==> src/rtl/ffaa_ram.sv <==
// Generic simple dual-port RAM: one write port, one registered read port.
// No dependencies.
module ffaa_ram #(
    parameter int WIDTH = 8,
    parameter int DEPTH = 16
) (
    input  logic                     i_clk,
    input  logic                     i_we,
    input  logic [$clog2(DEPTH)-1:0] i_waddr,
    input  logic [WIDTH-1:0]         i_wdata,
    input  logic [$clog2(DEPTH)-1:0] i_raddr,
    output logic [WIDTH-1:0]         o_rdata
);

    logic [WIDTH-1:0] r_mem [DEPTH];
    logic [WIDTH-1:0] r_rdata;

    always_ff @(posedge i_clk) begin
        if (i_we) begin
            r_mem[i_waddr] <= i_wdata;
        end
        r_rdata <= r_mem[i_raddr];
    end

    assign o_rdata = r_rdata;

endmodule

==> config.mk <==
export PLATFORM = sky130hd
export DESIGN_NAME = ffaa_ram
export DESIGN_NICKNAME = d
export VERILOG_FILES = /design/src/rtl/ffaa_ram.sv
export SDC_FILE = /design/constraint.sdc
export NUM_CORES = 1
export LEC_CHECK = 0
export BUFFER_PORTS_ARGS = -buffer_cell sky130_fd_sc_hd__buf_2
export CORE_MARGIN = 5
export CORE_UTILIZATION = 55
export CTS_CLUSTER_DIAMETER = 40
export DETAILED_ROUTE_END_ITERATION = 6
export PLACE_DENSITY = 0.73
export SLEW_MARGIN = 20
export SYNTH_ARGS = -nofsm -noshare
export SYNTH_HDL_FRONTEND = slang
export SYNTH_SLANG_ARGS = --single-unit
==> constraint.sdc <==
create_clock -name i_clk -period 3.85 [get_ports i_clk]
set_input_delay 0.1925 -clock i_clk [delete_from_list [all_inputs] [get_ports i_clk]]
set_output_delay 0.1925 -clock i_clk [all_outputs]
set_load 0.02 [all_outputs]
Yosys cells after proc, flatten, opt, wreduce, memory -nomap -nowiden
Memory sizes are Yosys's and may differ from the RTL's. A register that Yosys moved wholly into a read port is not among the register bits.
Cells that the tools add are included.
{"block": "word_totals", "mem_bits_rw": 128, "word_cells": 3, "n_memories": 1, "in_bits": 18, "ff_bits": 0, "out_inout_bits": 8}
{"memory": "r_mem", "depth": 16, "width": 8, "read_ports": 1, "rd_clocked_by_memory_dff": 1, "wr": 1, "line": "15", "text": "logic [WIDTH-1:0] r_mem [DEPTH];"}
{"block": "op_classes", "muxes": 2}
{"operator": "2-to-1 mux 1 bit", "n": 2}

Depth between registers and ports, before layout
{"block": "logic_depth", "depth_word": 2, "depth_mapped": 5}

Worst setup path before layout
Ideal clock, no wire load.
{"block": "synth_path", "path_type": "in2reg", "from": "in i_waddr[2]", "to": "mem r_mem[0][0], enable pin", "n_path_buf": 0, "setup_time_ns": 0.383, "slack_ns": 2.165, "arrival_ns": 1.302, "stages": 2, "path_cell_list": "or3b_2 nor3_1"}
{"element": "from (decl)", "line": "9", "text": "input logic [$clog2(DEPTH)-1:0] i_waddr,"}
{"element": "to (decl)", "line": "15"}
Straight into the memory's write port.

==> flow_summary.ini <==
[logic_synthesis]
synth_xor_xnor_area_share_pct = 0
synth_top_family_by_area = multiplexers
syn-num-nets = 247
synth_warnings = 0
synthSimpleGateAreaFrac_pct = 3.18
netlist_instances = 229
yosys.area_share.adder_pct = 0
synth_area_sq_mm = 0.00515
synth-seq-cells = 136
netlist-cell-type-count = 19
synth_area_per_cell_sq_um = 22.5
seq_area_frac_synth_pct = 77.8
synth-compound-area-share_pct = 2.33
synth_mux_area_share_pct = 15.0

[power]
leakagePower_nw = 1.98
vdd_drop_max_v = 0.000426
seq_power_share_pct = 49.8
p_comb_share_pct = 4.7
swShare_pct = 21.1
switching_power_mw = 0.708
p_int_mw = 2.64
clkPwrFrac_pct = 45.5
pwr_density_cell_mw_per_mm2 = 563

[sta]
finalHoldViolCount = 0
setup_viol_count_final = 0
relSlewSlack_pct = 32.1
fmax_mhz = 668
worstMarginPinSlew_ps = 1020
skew_ps = 7.01
rsz0062_at_grt = false
finalCriticalPeriod_ps = 1500
holdWs_ps = 60.0
drv_slew = 0
fin_crit_sh_pct = 38.9
setup_tns_ps = 0

[clocking]
clk_root_buffer_cell = clkbuf_8
htreeDepth = 4
postCtsHoldBufs = 0
cts_tree = built
cts_sinks = 136
clk_latency_ps = 510
post-cts-setup-buffer-count = 0
path_clk_slew_ps = 60
cts-buffers-inserted = 17
cts_resized = 0
clock_path_buffers = 2

[grt]
grt_start_max_net_pins = 33
antenna_found_initial = 0
globalRouteOverflowTotal = 0
use_met2_pct = 30.7
grt_util_met1_pct = 25.9
grt.busiest_layer = met2
grt_pass1_wl_um = 15200
grt_pass1_vias = 2491
grt_usage_pct = 19.2
grt_use_met3_pct = 5.48

[place]
port_buffers = 25
place_inst = 357
place_hpwl_um = 5970
place.gp.congestion = 0.717

[finish]
final_common_cell = edfxtp_1
nets = 284
layoutNonFillerInstCount = 390
final_cell_mix = edfxtp_1, buf_2, mux4_2, a22oi_1, clkbuf_16
drive_gt1_share_pct = 28.3
final_core_utilization_pct = 64.7
num_antenna_cells = 0
num-fill-cells = 604
area_growth_pct = 15.5

[drt]
routed_wirelength_um = 9970
drc = 0
vias = 2397
first_pass_iters = 4
ant_nets = 0
drtIter0Drc = 203
wl_per_cell_um = 25.6
viasPerCell = 6.15

[setup_path]
reg2reg_to = o_rdata[0]
startpoint = i_raddr[0]
startpoint_type = input pin
r2r-start = r_mem[2][0]
path_class = input pin to flip-flop
crit_path_max_fanout = 17
end_kind = flip-flop
required_ps = 4240
reg2reg_slack_ps = 2440
rr_worst_depth = 3
cp_data_arrival_time_ps = 1880

[die]
fp.dieH_um = 107
die_area_sq_mm = 0.0114
pin_count = 26
rows = 35
start_util_pct = 56.0
core_sq_mm = 0.00920
dieWidth_um = 107

[min_path]
min_from = i_wdata[0]
hold_path_end = r_mem[14][0]
min_path_cells = 1
min_path_type = input pin to flip-flop

[run_status]
status = finished, final reports clean

[job]
cap_violations = 0
==> synthesized netlist by cell type <==
library cell | count | area [sq um]
mux4_2 | 18 | 405
and2b_1 | 1 | 7.51
dfxtp_1 | 8 | 160
nor2b_1 | 1 | 6.26
clkdlybuf4s25_2 | 3 | 30.0
and2_1 | 1 | 6.26
edfxtp_1 | 128 | 3840
buf_2 | 3 | 15.0
nor3_1 | 4 | 20.0
nand2b_1 | 2 | 12.5
buf_6 | 3 | 33.8
nand3b_1 | 2 | 15.0
nand3_1 | 1 | 5.00
nor2_1 | 13 | 48.8
or3b_2 | 1 | 8.76
nand2_1 | 9 | 33.8
buf_4 | 1 | 7.51
a22oi_1 | 16 | 120
mux4_1 | 14 | 368
==> stage by stage <==
| stage | cell area [sq um] | worst slack (ps) | total power [mW] |
|---|---|---|---|
| after detailed placement | 5350 | 1600 | 1.85 |
| after floorplan | 5150 | 2160 | 1.79 |
| after global routing | 5950 | 2230 | 3.46 |
| after global placement | 5350 | 1540 | 1.85 |
| after CTS | 5920 | 2130 | 3.37 |
| final | 5950 | 2350 | 3.35 |
==> flip-flops by register name, indices dropped and copies added (netlist names) <==
signal,count
r_mem,128
o_rdata,8
==> final cells by class <==
| cell class | instances | area (sq um) | share of cell area (%) |
|---|---|---|---|
| clock inverters | 14 | 150 | 2.53 |
| flip-flops and latches | 136 | 4000 | 67.3 |
| repair buffers | 28 | 168 | 2.82 |
| multi-input cells | 83 | 1070 | 18.0 |
| clock buffers | 18 | 418 | 7.03 |
| well taps | 111 | 139 | 2.34 |
==> cell families after synthesis <==
group,count (synthesis)
multiplexers,32
AO/OA/AOI/OAI,16
flip-flops,136
AND/OR/NAND/NOR,35
buffers and inverters,10
==> worst max-delay path, stage by stage <==
cell and delay [ps]:
buf_2 460, buf_16 240, mux4_1 560, a22oi_1 320, nand2_1 100
==> power by group through the flow <==
stage | logic, mW | registers (mW) | clock network (mW)
finish | 0.157 | 1.67 | 1.53
detailed placement | 0.155 | 1.70 | 0
global route | 0.170 | 1.67 | 1.62
CTS | 0.157 | 1.67 | 1.54
floorplan | 0.0840 | 1.71 | 0
global placement | 0.150 | 1.70 | 0
==> worst max path at each step <==
stage / to / slack [ps] / cells past startpoint
global placement: r_mem[0][7] / 1540 / 3
global route: o_rdata[0] / 2230 / 5
finish: o_rdata[0] / 2350 / 5
detailed placement: o_rdata[0] / 1600 / 4
floorplan: r_mem[0][0] / 2160 / 2
CTS: o_rdata[0] / 2130 / 4
==> per-layer routing <==
layer	routed length, um	share of wire, %
met2	5170	52
met1	3970	40
met5	0	0
met4	83	0.83
met3	756	7.6
(Power assumes the default switching activity.)
